File: src/rtl/itaf_pkg.sv
// ----------------------------------------------------------------------------
// itaf_pkg
// Types, character codes and the digit symbol lookup for the formatter.
// ----------------------------------------------------------------------------
package itaf_pkg;

   localparam int MAX_DIGITS = 64;
   localparam int DIV_STEPS  = 64;

   localparam logic [5:0] RADIX_MIN = 6'd2;
   localparam logic [5:0] RADIX_MAX = 6'd36;
   localparam logic [5:0] RADIX_OCT = 6'd8;
   localparam logic [5:0] RADIX_HEX = 6'd16;

   localparam logic [5:0] NUM_SYMBOLS = 6'd36;
   localparam logic [5:0] X_SYMBOL    = 6'd33;

   localparam logic [7:0] CHAR_NUL   = 8'h00;
   localparam logic [7:0] CHAR_SPACE = 8'h20;
   localparam logic [7:0] CHAR_PLUS  = 8'h2B;
   localparam logic [7:0] CHAR_MINUS = 8'h2D;
   localparam logic [7:0] CHAR_ZERO  = 8'h30;
   localparam logic [7:0] CHAR_UPPER_A = 8'h41;
   localparam logic [7:0] CHAR_LOWER_A = 8'h61;

   typedef enum logic [1:0] {
      STATUS_OK       = 2'd0,
      STATUS_BAD_BASE = 2'd1,
      STATUS_TRUNC    = 2'd2
   } status_type;

   typedef struct packed {
      logic load;
      logic div_step;
      logic store;
      logic setup;
      logic size;
      logic bound;
      logic emit;
      logic err;
   } cmd_type;

   typedef struct packed {
      logic bad_base;
      logic div_done;
      logic more_digits;
      logic emit_last;
   } sts_type;

   // symbol for one digit value, 0-9 then A-Z or a-z
   function automatic logic [7:0] digit_char(input logic [5:0] d, input logic lower);
      logic [5:0] v;
      v = (d >= NUM_SYMBOLS) ? d - NUM_SYMBOLS : d;
      if (v < 6'd10) begin
         digit_char = CHAR_ZERO + 8'(v);
      end else begin
         digit_char = (lower ? CHAR_LOWER_A : CHAR_UPPER_A) + 8'(v - 6'd10);
      end
   endfunction

endpackage

File: src/rtl/itaf_ctrl.sv
// ----------------------------------------------------------------------------
// itaf_ctrl
// Sequencer: accepts a request, runs the digit divisions, sets up the
// layout and steps through the output characters.
// ----------------------------------------------------------------------------
module itaf_ctrl (
   input  logic              clock,
   input  logic              reset,
   input  logic              start,
   output logic              busy,
   output logic              rsp_valid,
   output itaf_pkg::cmd_type cmd,
   input  itaf_pkg::sts_type sts
);

   typedef enum logic [7:0] {
      ST_IDLE  = 8'b0000_0001,
      ST_DIV   = 8'b0000_0010,
      ST_STORE = 8'b0000_0100,
      ST_SETUP = 8'b0000_1000,
      ST_SIZE  = 8'b0001_0000,
      ST_BOUND = 8'b0010_0000,
      ST_EMIT  = 8'b0100_0000,
      ST_ERR   = 8'b1000_0000
   } state_type;

   state_type state_ff, state_in;

   always_comb begin
      state_in = state_ff;
      cmd      = '0;
      case (state_ff)
         ST_IDLE: begin
            if (start) begin
               cmd.load = 1'b1;
               state_in = sts.bad_base ? ST_ERR : ST_DIV;
            end
         end
         ST_DIV: begin
            cmd.div_step = 1'b1;
            if (sts.div_done) begin
               state_in = ST_STORE;
            end
         end
         ST_STORE: begin
            cmd.store = 1'b1;
            state_in  = sts.more_digits ? ST_DIV : ST_SETUP;
         end
         ST_SETUP: begin
            cmd.setup = 1'b1;
            state_in  = ST_SIZE;
         end
         ST_SIZE: begin
            cmd.size = 1'b1;
            state_in = ST_BOUND;
         end
         ST_BOUND: begin
            cmd.bound = 1'b1;
            state_in  = ST_EMIT;
         end
         ST_EMIT: begin
            cmd.emit = 1'b1;
            if (sts.emit_last) begin
               state_in = ST_IDLE;
            end
         end
         ST_ERR: begin
            cmd.err  = 1'b1;
            state_in = ST_IDLE;
         end
         default: begin
            state_in = ST_IDLE;
         end
      endcase
   end

   always_ff @(posedge clock) begin
      if (reset) begin
         state_ff <= ST_IDLE;
      end else begin
         state_ff <= state_in;
      end
   end

   assign busy      = (state_ff != ST_IDLE);
   assign rsp_valid = (state_ff == ST_EMIT) || (state_ff == ST_ERR);

endmodule

File: src/rtl/itaf_dpath.sv
// ----------------------------------------------------------------------------
// itaf_dpath
// Datapath: bit-serial restoring divider, digit memory, layout arithmetic
// and the character select for each output position.
// ----------------------------------------------------------------------------
module itaf_dpath #(
   parameter int MAX_CHARS = 64
) (
   input  logic              clock,
   input  itaf_pkg::cmd_type cmd,
   output itaf_pkg::sts_type sts,
   input  logic [63:0]       req_value,
   input  logic [5:0]        req_radix,
   input  logic [5:0]        req_min_width,
   input  logic [5:0]        req_min_digits,
   input  logic              req_left_justify,
   input  logic              req_force_plus,
   input  logic              req_space_sign,
   input  logic              req_alternate_prefix,
   input  logic              req_zero_pad,
   input  logic              req_lower_case,
   input  logic              req_signed_value,
   output logic [7:0]        rsp_character,
   output logic              rsp_last,
   output logic [1:0]        rsp_status
);

   localparam logic [7:0] MaxChars = 8'(MAX_CHARS);

   logic [5:0] digit_mem [itaf_pkg::MAX_DIGITS];

   // latched request
   logic [5:0] radix_ff, width_ff, min_digits_ff;
   logic       left_ff, alt_ff, zpad_ff, lower_ff;
   logic       has_sign_ff, has_sign_in;
   logic [7:0] sign_char_ff, sign_char_in;
   logic       mag_nz_ff;

   // divider
   logic [63:0] quot_ff, quot_in;
   logic [5:0]  rem_ff, rem_in;
   logic [5:0]  bit_cnt_ff, bit_cnt_in;
   logic [6:0]  n_ff, n_in;

   // layout
   logic [6:0] prec_ff, prec_in;
   logic       pfx_ff, pfx_in;
   logic       zf_ff, zf_in;
   logic [6:0] size_ff, size_in;
   logic [6:0] emit_n_ff, emit_n_in;
   logic       ovf_ff, ovf_in;
   logic [7:0] b_lead_ff, b_sign_ff, b_pfx_ff, b_zf_ff, b_pz_ff, b_dig_ff;
   logic [7:0] b_lead_in, b_sign_in, b_pfx_in, b_zf_in, b_pz_in, b_dig_in;

   // emission
   logic [6:0] pos_ff, pos_in;
   logic [5:0] ptr_ff, ptr_in;
   logic [5:0] rd_ff;

   logic        neg;
   logic [63:0] mag;
   logic [6:0]  trial;
   logic [6:0]  diff;
   logic        fits;
   logic [6:0]  min7;
   logic [6:0]  prec_raw;
   logic        oct_bump;
   logic [7:0]  used;
   logic [7:0]  width8;
   logic [7:0]  total;
   logic [7:0]  pos8;
   logic        in_digits;
   logic [7:0]  char_sel;

   assign neg   = req_signed_value && req_value[63];
   assign mag   = neg ? (64'd0 - req_value) : req_value;
   assign trial = {rem_ff, quot_ff[63]};
   assign diff  = trial - {1'b0, radix_ff};
   assign fits  = (trial >= {1'b0, radix_ff});
   assign min7  = {1'b0, min_digits_ff};
   assign prec_raw = (min7 > n_ff) ? min7 : n_ff;
   // octal alternate form: add a leading zero unless one is already there
   assign oct_bump = alt_ff && (radix_ff == itaf_pkg::RADIX_OCT) && (min7 <= n_ff) && mag_nz_ff;
   assign used   = 8'(has_sign_ff) + (pfx_ff ? 8'd2 : 8'd0) + {1'b0, prec_ff};
   assign width8 = {2'b00, width_ff};
   assign total  = (width8 > used) ? width8 : used;
   assign pos8   = {1'b0, pos_ff};
   assign in_digits = (pos8 >= b_pz_ff) && (pos8 < b_dig_ff);

   always_comb begin
      has_sign_in  = has_sign_ff;
      sign_char_in = sign_char_ff;
      quot_in      = quot_ff;
      rem_in       = rem_ff;
      bit_cnt_in   = bit_cnt_ff;
      n_in         = n_ff;
      prec_in      = prec_ff;
      pfx_in       = pfx_ff;
      zf_in        = zf_ff;
      size_in      = size_ff;
      emit_n_in    = emit_n_ff;
      ovf_in       = ovf_ff;
      b_lead_in    = b_lead_ff;
      b_sign_in    = b_sign_ff;
      b_pfx_in     = b_pfx_ff;
      b_zf_in      = b_zf_ff;
      b_pz_in      = b_pz_ff;
      b_dig_in     = b_dig_ff;
      pos_in       = pos_ff;
      ptr_in       = ptr_ff;

      if (cmd.load) begin
         has_sign_in  = neg || req_force_plus || req_space_sign;
         sign_char_in = neg ? itaf_pkg::CHAR_MINUS :
                        (req_force_plus ? itaf_pkg::CHAR_PLUS : itaf_pkg::CHAR_SPACE);
         quot_in      = mag;
         rem_in       = '0;
         bit_cnt_in   = '0;
         n_in         = '0;
      end
      if (cmd.div_step) begin
         rem_in     = fits ? diff[5:0] : trial[5:0];
         quot_in    = {quot_ff[62:0], fits};
         bit_cnt_in = bit_cnt_ff + 6'd1;
      end
      if (cmd.store) begin
         n_in       = n_ff + 7'd1;
         rem_in     = '0;
         bit_cnt_in = '0;
      end
      if (cmd.setup) begin
         prec_in = oct_bump ? (n_ff + 7'd1) : prec_raw;
         pfx_in  = alt_ff && (radix_ff == itaf_pkg::RADIX_HEX) && mag_nz_ff;
         zf_in   = zpad_ff && !left_ff && (min_digits_ff == 6'd0);
         ptr_in  = n_ff[5:0] - 6'd1;
      end
      if (cmd.size) begin
         size_in   = (width8 > used) ? 7'(width8 - used) : 7'd0;
         ovf_in    = (total > MaxChars);
         emit_n_in = (total > MaxChars) ? MaxChars[6:0] : total[6:0];
      end
      if (cmd.bound) begin
         b_lead_in = (!zf_ff && !left_ff) ? {1'b0, size_ff} : 8'd0;
         b_sign_in = b_lead_in + 8'(has_sign_ff);
         b_pfx_in  = b_sign_in + (pfx_ff ? 8'd2 : 8'd0);
         b_zf_in   = b_pfx_in + (zf_ff ? {1'b0, size_ff} : 8'd0);
         b_pz_in   = b_zf_in + {1'b0, prec_ff - n_ff};
         b_dig_in  = b_pz_in + {1'b0, n_ff};
         pos_in    = '0;
      end
      if (cmd.emit) begin
         pos_in = pos_ff + 7'd1;
         if (in_digits) begin
            ptr_in = ptr_ff - 6'd1;
         end
      end
   end

   always_ff @(posedge clock) begin
      if (cmd.load) begin
         radix_ff      <= req_radix;
         width_ff      <= req_min_width;
         min_digits_ff <= req_min_digits;
         left_ff       <= req_left_justify;
         alt_ff        <= req_alternate_prefix;
         zpad_ff       <= req_zero_pad;
         lower_ff      <= req_lower_case;
         mag_nz_ff     <= (mag != 64'd0);
      end
      has_sign_ff  <= has_sign_in;
      sign_char_ff <= sign_char_in;
      quot_ff      <= quot_in;
      rem_ff       <= rem_in;
      bit_cnt_ff   <= bit_cnt_in;
      n_ff         <= n_in;
      prec_ff      <= prec_in;
      pfx_ff       <= pfx_in;
      zf_ff        <= zf_in;
      size_ff      <= size_in;
      emit_n_ff    <= emit_n_in;
      ovf_ff       <= ovf_in;
      b_lead_ff    <= b_lead_in;
      b_sign_ff    <= b_sign_in;
      b_pfx_ff     <= b_pfx_in;
      b_zf_ff      <= b_zf_in;
      b_pz_ff      <= b_pz_in;
      b_dig_ff     <= b_dig_in;
      pos_ff       <= pos_in;
      ptr_ff       <= ptr_in;
   end

   // digit store: least significant digit at index 0
   always_ff @(posedge clock) begin
      if (cmd.store) begin
         digit_mem[n_ff[5:0]] <= rem_ff;
      end
      rd_ff <= digit_mem[ptr_in];
   end

   always_comb begin
      if (pos8 < b_lead_ff) begin
         char_sel = itaf_pkg::CHAR_SPACE;
      end else if (pos8 < b_sign_ff) begin
         char_sel = sign_char_ff;
      end else if (pos8 < b_pfx_ff) begin
         char_sel = (pos8 == b_sign_ff) ? itaf_pkg::CHAR_ZERO :
                    itaf_pkg::digit_char(itaf_pkg::X_SYMBOL, lower_ff);
      end else if (pos8 < b_pz_ff) begin
         char_sel = itaf_pkg::CHAR_ZERO;
      end else if (pos8 < b_dig_ff) begin
         char_sel = itaf_pkg::digit_char(rd_ff, lower_ff);
      end else begin
         char_sel = itaf_pkg::CHAR_SPACE;
      end
   end

   assign sts.bad_base    = (req_radix < itaf_pkg::RADIX_MIN) || (req_radix > itaf_pkg::RADIX_MAX);
   assign sts.div_done    = (bit_cnt_ff == 6'(itaf_pkg::DIV_STEPS - 1));
   assign sts.more_digits = (quot_ff != 64'd0) && (n_ff < 7'(itaf_pkg::MAX_DIGITS - 1));
   assign sts.emit_last   = (pos_ff == emit_n_ff - 7'd1);

   assign rsp_character = cmd.err ? itaf_pkg::CHAR_NUL : char_sel;
   assign rsp_last      = cmd.err || sts.emit_last;
   assign rsp_status    = cmd.err ? itaf_pkg::STATUS_BAD_BASE :
                          ((sts.emit_last && ovf_ff) ? itaf_pkg::STATUS_TRUNC :
                           itaf_pkg::STATUS_OK);

endmodule

File: src/rtl/integer_to_ascii_formatter.sv
// ----------------------------------------------------------------------------
// integer_to_ascii_formatter
// printf-style integer conversion, one output character per result.
// ----------------------------------------------------------------------------
//  channel   ports                       handshake
//  request   req_* fields                start high while busy low
//  result    rsp_character/last/status   rsp_valid, one result per cycle
//
// An item occupies the block until its last character is sent: each digit
// takes 64 steps of the bit-serial divider plus a store into the digit memory.
// A bad base returns its error result in the cycle after the request.
// Reset returns the sequencer to idle; no clearing pass is needed.
// Results cannot be stalled; busy stays high until the last one is out.
// ----------------------------------------------------------------------------
module integer_to_ascii_formatter #(
   parameter int MAX_CHARS = 64
) (
   input  logic        clock,
   input  logic        reset,
   input  logic        start,
   output logic        busy,
   input  logic [63:0] req_value,
   input  logic [5:0]  req_radix,
   input  logic [5:0]  req_min_width,
   input  logic [5:0]  req_min_digits,
   input  logic        req_left_justify,
   input  logic        req_force_plus,
   input  logic        req_space_sign,
   input  logic        req_alternate_prefix,
   input  logic        req_zero_pad,
   input  logic        req_lower_case,
   input  logic        req_signed_value,
   output logic        rsp_valid,
   output logic [7:0]  rsp_character,
   output logic        rsp_last,
   output logic [1:0]  rsp_status
);

   itaf_pkg::cmd_type cmd;
   itaf_pkg::sts_type sts;

   itaf_ctrl u_ctrl (
      .clock     (clock),
      .reset     (reset),
      .start     (start),
      .busy      (busy),
      .rsp_valid (rsp_valid),
      .cmd       (cmd),
      .sts       (sts)
   );

   itaf_dpath #(
      .MAX_CHARS (MAX_CHARS)
   ) u_dpath (
      .clock                (clock),
      .cmd                  (cmd),
      .sts                  (sts),
      .req_value            (req_value),
      .req_radix            (req_radix),
      .req_min_width        (req_min_width),
      .req_min_digits       (req_min_digits),
      .req_left_justify     (req_left_justify),
      .req_force_plus       (req_force_plus),
      .req_space_sign       (req_space_sign),
      .req_alternate_prefix (req_alternate_prefix),
      .req_zero_pad         (req_zero_pad),
      .req_lower_case       (req_lower_case),
      .req_signed_value     (req_signed_value),
      .rsp_character        (rsp_character),
      .rsp_last             (rsp_last),
      .rsp_status           (rsp_status)
   );

endmodule

File: config.mk
export PLATFORM = sky130hd
export DESIGN_NAME = integer_to_ascii_formatter
export DESIGN_NICKNAME = d
export VERILOG_FILES = /design/src/rtl/itaf_pkg.sv /design/src/rtl/itaf_ctrl.sv /design/src/rtl/itaf_dpath.sv /design/src/rtl/integer_to_ascii_formatter.sv
export SDC_FILE = /design/constraint.sdc
export NUM_CORES = 1
export LEC_CHECK = 0
export BUFFER_PORTS_ARGS = -buffer_cell sky130_fd_sc_hd__buf_4
export CORE_ASPECT_RATIO = 2
export CORE_MARGIN = 5
export CORE_UTILIZATION = 40
export DETAILED_ROUTE_END_ITERATION = 8
export PLACE_DENSITY = 0.62
export SLEW_MARGIN = 20
export SYNTH_ARGS = -nofsm -noshare
export SYNTH_HDL_FRONTEND = slang
export SYNTH_SLANG_ARGS = --single-unit
export TNS_END_PERCENT = 50
File: constraint.sdc
create_clock -name clock -period 6.5 [get_ports clock]
set_clock_uncertainty 0.05 [all_clocks]
set_input_delay 0.325 -clock clock [delete_from_list [all_inputs] [get_ports clock]]
set_output_delay 0.325 -clock clock [all_outputs]
set_load 0.005 [all_outputs]
# Yosys cells after proc, flatten, opt, wreduce, memory -nomap -nowiden
# Memories as Yosys holds them, arrays and structs flattened. A register that Yosys moved wholly into a read port is not among the register bits.
# Index checks and enable logic that the tools add are counted.
[word_totals]
ram_bits = 384
memories = 1
out_inout_bits = 13
ff_bits = 200
[classes]
n_reduce_logical = 26
n_mux = 50
n_eq_ne = 17
add_sub_neg = 22
n_lt_le_gt_ge = 16
[mem_list]
columns = ["memory", "depth", "width", "rd", "rd_ports_with_merged_regs", "write_ports", "line_no", "text"]
rows = [
  ["u_dpath.digit_mem", 64, 6, 1, 1, 1, "itaf_dpath.sv:30", "logic [5:0] digit_mem [itaf_pkg::MAX_DIGITS];"],
]
[ops]
columns = ["cell", "count"]
rows = [
  ["64-bit two-way mux", 3],
  ["64-bit nonzero test", 2],
  ["8-bit two-way mux", 13],
  ["1-bit by 64-bit subtractor with 64-bit output, first input constant", 1],
  ["7-bit two-way mux", 8],
  ["8-bit case mux with 7 select lines", 1],
  ["6-bit two-way mux", 9],
  ["7-bit by 8-bit less-than comparator with 1-bit output", 5],
  ["8-bit adder", 3],
  ["8-bit by 7-bit adder with 8-bit output", 2],
  ["7-bit by 1-bit adder with 7-bit output, second input constant", 2],
  ["1-bit logical AND", 12],
  ["6-bit by 1-bit subtractor with 6-bit output, second input constant", 2],
  ["1-bit two-way mux", 11],
  ["3-bit by 7-bit adder with 8-bit output", 1],
  ["8-bit by 1-bit adder with 8-bit output", 1],
  ["8-bit by 5-bit adder with 8-bit output, second input constant", 1],
  ["7-bit by 8-bit == test with 1-bit output", 1],
  ["8-bit by 1-bit == test with 1-bit output, second input constant", 1],
  ["8-bit by 2-bit == test with 1-bit output, second input constant", 1],
  ["8-bit by 3-bit == test with 1-bit output, second input constant", 1],
  ["8-bit by 4-bit == test with 1-bit output, second input constant", 1],
  ["8-bit by 5-bit == test with 1-bit output, second input constant", 1],
  ["8-bit by 6-bit == test with 1-bit output, second input constant", 1],
  ["36 further kinds", 47],
]

# Longest topological paths before layout
# Gate-level depths: netlist of run 1.
[depth]
ltp_word = 11
depth_mapped = 21
depth_no_buf = 20

# Hierarchy
# From an unflattened synthesis of run 1, not the netlist that was laid out.
[unflattened]
cells_unflattened = 2341
hier_area_um2 = 28941.5
[by_module_without_submodules]
columns = ["module", "seq_area_each_um2", "area_each_um2", "n_inst", "cells_per_inst"]
rows = [
  ["itaf_dpath", 17026.3, 28497.3, 1, 2287],
  ["itaf_ctrl", 160.2, 444.2, 1, 54],
]

# Worst setup path after synthesis of run 1
# No wires, ideal clock.
[synth_path]
kind = "flip-flop to flip-flop"
from = "register u_dpath.zf_ff"
to = "register u_dpath.b_dig_ff[7], data pin"
required_ns = 6.188
slack_ns = 2.209
t_arrival_ns = 3.979
stages_incl_launch_ff = 20
synth_period_minus_slack_ns = 4.291
cell_sequence = "edfxtp_1 clkbuf_1 nor2_1 and2_1 ha_1 nand2_1 xor2_1 nor3_1 ha_1 inv_1 fa_1 fa_1 inv_1 ha_1 a21oi_1 o21bai_1 a21oi_1 o21bai_1 a21oi_1 xnor2_1"
[synth_between]
elab_chain_len = 8
word_cells_on_any_way = 9
[synth_rtl]
columns = ["item", "line_no", "text"]
rows = [
  ["start: declaration", "itaf_dpath.sv:48", "logic zf_ff, zf_in;"],
  ["start signal: assignment", "itaf_dpath.sv:178", "zf_ff <= zf_in;"],
  ["1-bit logical NOT", "itaf_dpath.sv:143", "b_lead_in = (!zf_ff && !left_ff) ? {1'b0, size_ff} : 8'd0;"],
  ["1-bit logical AND", "itaf_dpath.sv:143", ""],
  ["7-bit two-way mux", "itaf_dpath.sv:143", ""],
  ["8-bit by 1-bit adder with 8-bit output", "itaf_dpath.sv:144", "b_sign_in = b_lead_in + 8'(has_sign_ff);"],
  ["8-bit adder", "itaf_dpath.sv:145", "b_pfx_in = b_sign_in + (pfx_ff ? 8'd2 : 8'd0);"],
  ["8-bit adder (*)", "itaf_dpath.sv:146", "b_zf_in = b_pfx_in + (zf_ff ? {1'b0, size_ff} : 8'd0);"],
  ["8-bit by 7-bit adder with 8-bit output (*)", "itaf_dpath.sv:147", "b_pz_in = b_zf_in + {1'b0, prec_ff - n_ff};"],
  ["8-bit by 7-bit adder with 8-bit output (*)", "itaf_dpath.sv:148", "b_dig_in = b_pz_in + {1'b0, n_ff};"],
  ["end signal: assignment", "itaf_dpath.sv:187", "b_dig_ff <= b_dig_in;"],
  ["end: declaration", "itaf_dpath.sv:52", "logic [7:0] b_lead_ff, b_sign_ff, b_pfx_ff, b_zf_ff, b_pz_ff, b_dig_ff;"],
]
# Every way passes the cells marked *; elsewhere a longest branch is shown, timed or not.
# A chain may end at the register's enable or synchronous reset.

# Final worst setup path of run 1
[layout_path]
from = "register u_dpath.pos_ff[2]"
to = "register u_dpath.rd_ff[4], read port of u_dpath.digit_mem"
[layout_between]
elab_chain_len = 4
word_cells_on_any_way = 5
[layout_rtl]
columns = ["item", "line_no", "text"]
rows = [
  ["start: declaration", "itaf_dpath.sv:56", "logic [6:0] pos_ff, pos_in;"],
  ["start signal: assignment", "itaf_dpath.sv:188", "pos_ff <= pos_in;"],
  ["7-bit by 8-bit >= comparator with 1-bit output or 7-bit by 8-bit less-than comparator with 1-bit output (tied branches)", "itaf_dpath.sv:88", "assign in_digits = (pos8 >= b_pz_ff) && (pos8 < b_dig_ff);"],
  ["1-bit logical AND (*)", "itaf_dpath.sv:88", ""],
  ["6-bit two-way mux (*)", "itaf_dpath.sv:153", "if (in_digits) begin"],
  ["6-bit two-way mux (*)", "itaf_dpath.sv:151", "if (cmd.emit) begin"],
  ["end: declaration", "itaf_dpath.sv:58", "logic [5:0] rd_ff;"],
]
# Marked as above.

==> results_dict.tcl, run 1 <==
set metrics [dict create \
    antenna_left 0 \
    n_antenna_cell 0 \
    ys_seq_area_share_pct 57.9 \
    period_minus_slack_ns 5.11 \
    area_growth_pct 13.1 \
    synth_top_family_by_area "simple AND/OR/NAND/NOR gates" \
    synth_cells 2553 \
    crit_fanout 56 \
    die_y_um 395 \
    startpoint "u_dpath.pos_ff[2]" \
    drc_errors 0 \
    via_count 21300 \
    routedWlPerCell_um 24.1 \
    hold_viol 0 \
    first_pass_iters 7 \
    start_util_pct 40.3 \
    drtIter0Drc 1305 \
    chipWidth_um 203 \
    leakagePower_uw 0.0118 \
    synth_xor_area_share_pct 4.25 \
    synthFlopType "edfxtp_1" \
    final_cell_count_no_fill 3614 \
    synth_area_per_cell_um2 11.6 \
    numPortBuffers 104 \
    power.density_nw_per_um2 255 \
    synth_edf_count 551 \
    max_slew_margin_pct 20.7 \
    outcome "completed" \
    synth_mux_area_share_pct 3.64 \
    p_int_uw 6540 \
    first_global_vias 22000 \
    clockPowerShare_pct 38.8 \
    synthAdderAreaFrac_pct 4.67 \
    final.setup.tns_ns 0 \
    ys_ff_latch 583 \
    synth_compound_area_share_pct 12.6 \
    multi_input_area_um2 11600 \
    comb_power_share_pct 10.4 \
    hold_ws_ns 0.0512 \
    max-clock-path-buffers 3 \
    timing.rr.start "u_dpath.pos_ff[2]" \
    fmax_mhz 196 \
    htreeDepth 2 \
    nets 2839 \
    worst_slew_pin_slew_ns 1.18 \
    yosys.area.top_type "edfxtp_1" \
    cts_setup_buffers 0 \
    grt_max_degree 89 \
    crit_type "reg2reg" \
    sw_frac_of_total_pct 23.5 \
    hold_end "u_dpath.quot_ff[63]" \
    setup_viol 0 \
    dp_cells 3493 \
    dieArea_um2 80100 \
    critPathLaunchType "register" \
    vias_per_cell 5.89 \
    power_switching_uw 2010 \
    root_buffer "clkbuf_16" \
    reg2reg_to "u_dpath.rd_ff[4]" \
    final_core_util_pct 45.5 \
    place_congestion 0.991 \
    hold_path.class "in2reg" \
    fin_crit_sh_pct 78.6 \
    drive_above_1_share_pct 11.7 \
    slew_violations 0 \
    cp-end-kind "register" \
    grt_first_pass_wirelength_um 131000 \
    clk_latency_ns 0.61 \
    synth-simple-area-share_pct 13.6 \
    synthTopCellsByCount "edfxtp_1 (551), nand2_1 (283), nor2_1 (216), a21oi_1 (121), inv_1 (107)" \
    regToRegSetupSlack_ns 1.39 \
    synthTopCellsByArea "edfxtp_1 (56%), ha_1 (3.8%), nand2_1 (3.6%)" \
    row_count 141 \
    io_pins 105 \
    rsz0062_at_grt "no" \
    numClockSinks 583 \
    ir_worst_vdd_mv 0.179 \
    fillers 6692 \
    regArea_um2 17200 \
    cp_data_arrival_time_ns 5.49 \
    power_frac_seq_pct 50.8 \
    drv_cap 0 \
    drt-total-wl_um 87100 \
    grtUsageTotal_pct 21.3 \
    cp.required_ns 6.88 \
    cts_buffers 51 \
    ys_types 84 \
    ys_warn_count 0 \
    synthArstFlopShare_pct 0 \
    clk_pin_slew_worst_paths_ns 0.07 \
    reg2reg_depth 13 \
    core_area_um2 73700 \
    synthesis.nets 2748 \
    synth_top_area_share_pct 55.7 \
    hold_depth 3 \
    antenna_found_initial 0 \
    grt-ovfl-total 0 \
    synth_area_um2 29700 \
    worstHoldStart "req_value[63]" \
    yosysMostFrequentCell "edfxtp_1" \
    cts_tree "done" \
    dp_hpwl_um 63600 \
]
[layout make-up]
class,count,share of cell area (%)
flip-flops and latches,583,51.2
multi-input cells,1718,34.4
repair buffers,177,4.23
clock buffers,61,3.94
well taps,929,3.46
clock inverters,33,1.45
inverters,113,1.26
[cell usage in the layout (no fill, tap or decap), types with 51 or more instances in the layout]
cell       synthesis  routed
edfxtp_1         551     551
nand2_1          283     282
nor2_1           216     215
buf_4              5     148
a21oi_1          121     121
inv_1            107     106
o21ai_0          104     103
xnor2_1           96      96
ha_1              90      90
nand3_1           71      71
nor3_1            57      56
clkbuf_16          0      51
[state kept, by name, summed over array words and instances, names as in the netlist, 7 cells and up]
name / count
u_dpath.b_dig_ff: 8
u_dpath.b_pfx_ff: 8
u_dpath.size_ff: 7
u_dpath.b_pz_ff: 8
u_dpath.b_sign_ff: 7
u_dpath.n_ff: 7
u_ctrl.state_ff: 8
u_dpath.prec_ff: 7
u_dpath.pos_ff: 7
u_dpath.b_lead_ff: 7
u_dpath.digit_mem: 384
u_dpath.quot_ff: 64
u_dpath.emit_n_ff: 7
[worst max-delay path, cell delays in order (launching register included)]
cell	delay (ns)
edfxtp_1	0.59
ha_1	0.40
a21oi_1	0.16
o21ai_0	0.21
a31o_2	0.37
and2_1	0.24
o41ai_2	0.33
buf_4	0.28
nor2_4	0.06
inv_2	0.76
nand3_1	0.16
a31o_2	0.32
nor4_2	0.83
a211oi_1	0.14
[per-layer routing]
| layer | vias to the layer above | GRT usage [%] | part of all wire [%] |
|---|---|---|---|
| li1 | 9804 | - | - |
| met1 | 10500 | 21.0 | 33 |
| met2 | 752 | 41.2 | 55 |
| met3 | 249 | 2.41 | 4.3 |
| met4 | 0 | 13.9 | 7.5 |
| met5 | - | 0 | 0 |
[how the worst max path moves through the flow]
stage                               end  slack (ns)  depth (start not counted)
global placement       u_dpath.rd_ff[4]        1.38                         13
finish                 u_dpath.rd_ff[4]        1.39                         13
detailed placement     u_dpath.rd_ff[2]        1.56                         11
floorplan           u_dpath.b_dig_ff[7]        2.21                         19
CTS                    u_dpath.rd_ff[2]        1.53                         14
global route           u_dpath.rd_ff[4]        1.11                         13
[power groups by stage]
| stage | clock network (µW) | registers (µW) | logic, µW |
|---|---|---|---|
| 3_3_place_gp | 0 | 4420 | 858 |
| 2_1_floorplan | 0 | 4400 | 580 |
| 3_5_place_dp | 0 | 4430 | 881 |
| 5_1_grt | 3520 | 4350 | 988 |
| 6_report | 3320 | 4350 | 893 |
| 4_1_cts | 3370 | 4350 | 898 |
[repair_timing]
action / CTS / global route
gates resized for setup: 0 / 0
hold buffers: 27 / 0
hold endpoints to repair: 32 / 0
[per-stage QoR]
stage / power (µW) / area, µm² / worst slack [ns]
2_1_floorplan: 4980 / 29700 / 2.21
6_report: 8560 / 33600 / 1.39
5_1_grt: 8870 / 33600 / 1.11
3_3_place_gp: 5280 / 31500 / 1.38
3_5_place_dp: 5310 / 31500 / 1.56
4_1_cts: 8620 / 33600 / 1.53
[cell families after synthesis]
group,Yosys count
and+or+nand+nor,848
DFF,583
AOI/OAI and AO/OA,544
buffers and inverters,252
xor gates and xnor gates,144
adders and majority gates,103
muxes,78
other,1
Note: power is estimated with default switching activity, not from simulation.
==> inputs of run 2 (changes only) <==
Settings changed: PLACE_DENSITY 0.62 to 0.64.
Clock period 6.5 ns to 4.15 ns, I/O delays scaled along.
==> run 2 against run 1 <==
Net effect:
- hold slack worse by 0.024 ns
- global-route usage fell by 0.46 points
- sequential power up 56%
- core utilization rose by 1.9 points
- total power rose by 56%
- cell count up 3.5%
- critical endpoint is now u_dpath.b_dig_ff[7]
- largest cell class unchanged
==> results_dict.tcl, run 2 (synthesis gave the netlist of run 1 again) <==
set metrics [dict create \
    multi_input_area_um2 11900 \
    cp.required_ns 4.45 \
    outcome "completed" \
    leakagePower_uw 0.0124 \
    nets 2965 \
    hold_ws_ns 0.0277 \
    via_count 21700 \
    clk_pin_slew_worst_paths_ns 0.07 \
    routedWlPerCell_um 23.0 \
    final_cell_count_no_fill 3741 \
    antenna_left 0 \
    fillers 6533 \
    regArea_um2 17200 \
    period_minus_slack_ns 4.14 \
    reg2reg_depth 19 \
    vias_per_cell 5.81 \
    final_cell_mix "edfxtp_1 (551), nand2_1 (281), buf_4 (231)" \
    root_buffer "clkbuf_16" \
    place_congestion 0.924 \
    setup_viol 0 \
    row_count 141 \
    first_global_vias 22500 \
    dieArea_um2 80100 \
    slowest_stage "fa_2" \
    timing.rr.start "u_dpath.zf_ff" \
    rsz0062_at_grt "yes" \
    clk_latency_ns 0.61 \
    core_area_um2 73700 \
    dp_hpwl_um 62600 \
    startpoint "u_dpath.zf_ff" \
    final_core_util_pct 47.4 \
    dp_cells 3573 \
    antenna_found_initial 0 \
    crit_fanout 3 \
    drtIter0Drc 1555 \
    first_pass_iters 6 \
    fin_crit_sh_pct 99.9 \
    io_pins 105 \
    slew_violations 0 \
    power.density_nw_per_um2 382 \
    cts_tree "done" \
    comb_power_share_pct 12.6 \
    htreeDepth 2 \
    drive_above_1_share_pct 16.3 \
    regToRegSetupSlack_ns 0.005 \
    max-clock-path-buffers 3 \
    critPathLaunchType "register" \
    sw_frac_of_total_pct 24.1 \
    max_slew_margin_pct 27.3 \
    clockPowerShare_pct 36.6 \
    reg2reg_to "u_dpath.b_dig_ff[7]" \
    largest_reg_flops 384 \
    drt-total-wl_um 85900 \
    chipWidth_um 203 \
    grt_first_pass_wirelength_um 130000 \
    p_int_uw 10100 \
    hold_path.class "in2reg" \
    cts_buffers 51 \
    cp_data_arrival_time_ns 4.45 \
    cp-end-kind "register" \
    die_y_um 395 \
    start_util_pct 40.3 \
    grtUsageTotal_pct 20.8 \
    ir_worst_vdd_mv 0.304 \
    path_cells "nor2_2 -> and2_4 -> ha_4 -> nand2_2 -> xor2_1 -> nor3_2 -> ha_2 -> inv_2 -> fa_2 -> inv_2 -> ha_4 -> a21o_1 -> a21oi_4 -> xnor2_2 -> ha_1 -> a21oi_2 -> o21bai_1 -> a21oi_2 -> xnor2_1" \
    fmax_mhz 241 \
    grt-ovfl-total 0 \
    crit_type "reg2reg" \
    numPortBuffers 104 \
    hold_viol 0 \
    n_antenna_cell 0 \
    numClockSinks 583 \
    max_stage_delay_ns 0.45 \
    grt_max_degree 88 \
    drv_cap 0 \
    power_switching_uw 3220 \
    crit_end "u_dpath.b_dig_ff[7]" \
    drc_errors 0 \
    area_growth_pct 17.8 \
    final_common_cell "edfxtp_1" \
    power_frac_seq_pct 50.8 \
    worst_slew_pin_slew_ns 1.08 \
]
## run 2: power by group through the flow
stage                     registers, µW  logic, µW  clock network, µW
after floorplan                    6890        909                  0
after global placement             6900       1460                  0
after detailed placement           6910       1500                  0
after CTS                          6780       1570               4980
after global routing               6790       1830               5210
final                              6780       1680               4890
## run 2: worst min path at each step
stage	end	slack (ns)	startpoint	depth (start not counted)
after global placement	u_dpath.alt_ff	0.34	req_alternate_prefix	1
after detailed placement	u_dpath.width_ff[1]	0.34	req_min_width[1]	1
final	u_dpath.quot_ff[2]	0.03	req_value[2]	3
after global routing	u_dpath.quot_ff[7]	0.03	req_value[7]	3
after CTS	u_dpath.quot_ff[30]	0.00006	req_value[30]	3
after floorplan	u_ctrl.state_ff[1]	0.23	reset	1
## run 2: worst max-delay path: cells and delay by family, from the launching register on
family	cells	cell delay, ns
adder cells (fa/ha/maj)	5	1.47
AO/OA/AOI/OAI	5	0.80
AND/OR/NAND/NOR	4	0.67
flip-flops	1	0.41
XOR/XNOR	3	0.35
buffers and inverters	2	0.15
## run 2: routing by layer
| layer | GRT usage [%] | routed length (µm) | up-vias |
|---|---|---|---|
| met5 | 0 | 0 | - |
| met4 | 11.3 | 5560 | 0 |
| met3 | 2.03 | 3510 | 223 |
| met2 | 41.0 | 48100 | 720 |
| met1 | 21.1 | 28700 | 10700 |
| li1 | - | - | 10000 |
## run 2: area by class of cell
type,instances,area share [%]
Sequential cell,583,49.2
Multi-Input combinational cell,1718,33.9
Timing Repair Buffer,303,7.41
Clock buffer,68,3.95
Tap cell,929,3.32
Inverter,113,1.23
Clock inverter,27,0.955
## run 2: through the flow
stage	cell area [µm²]	setup slack [ns]	total power (µW)	setup TNS (ns)
2_1_floorplan	29700	0.00584	7790	0
3_3_place_gp	32200	-0.225	8360	-0.417
3_5_place_dp	32200	-0.196	8400	-0.887
4_1_cts	34600	-0.0116	13300	-0.0116
5_1_grt	35000	-0.149	13800	-0.432
6_report	35000	0.00539	13300	0
## run 2: timing repair
action | in CTS | in global routing
setup buffers | 1 | 14
endpoints found under the setup margin | 13 | 18
pin swaps | 4 | 28
gates resized for setup | 12 | 57
hold endpoints to repair | 64 | 0
gates cloned | 0 | 1
hold buffers | 57 | 0
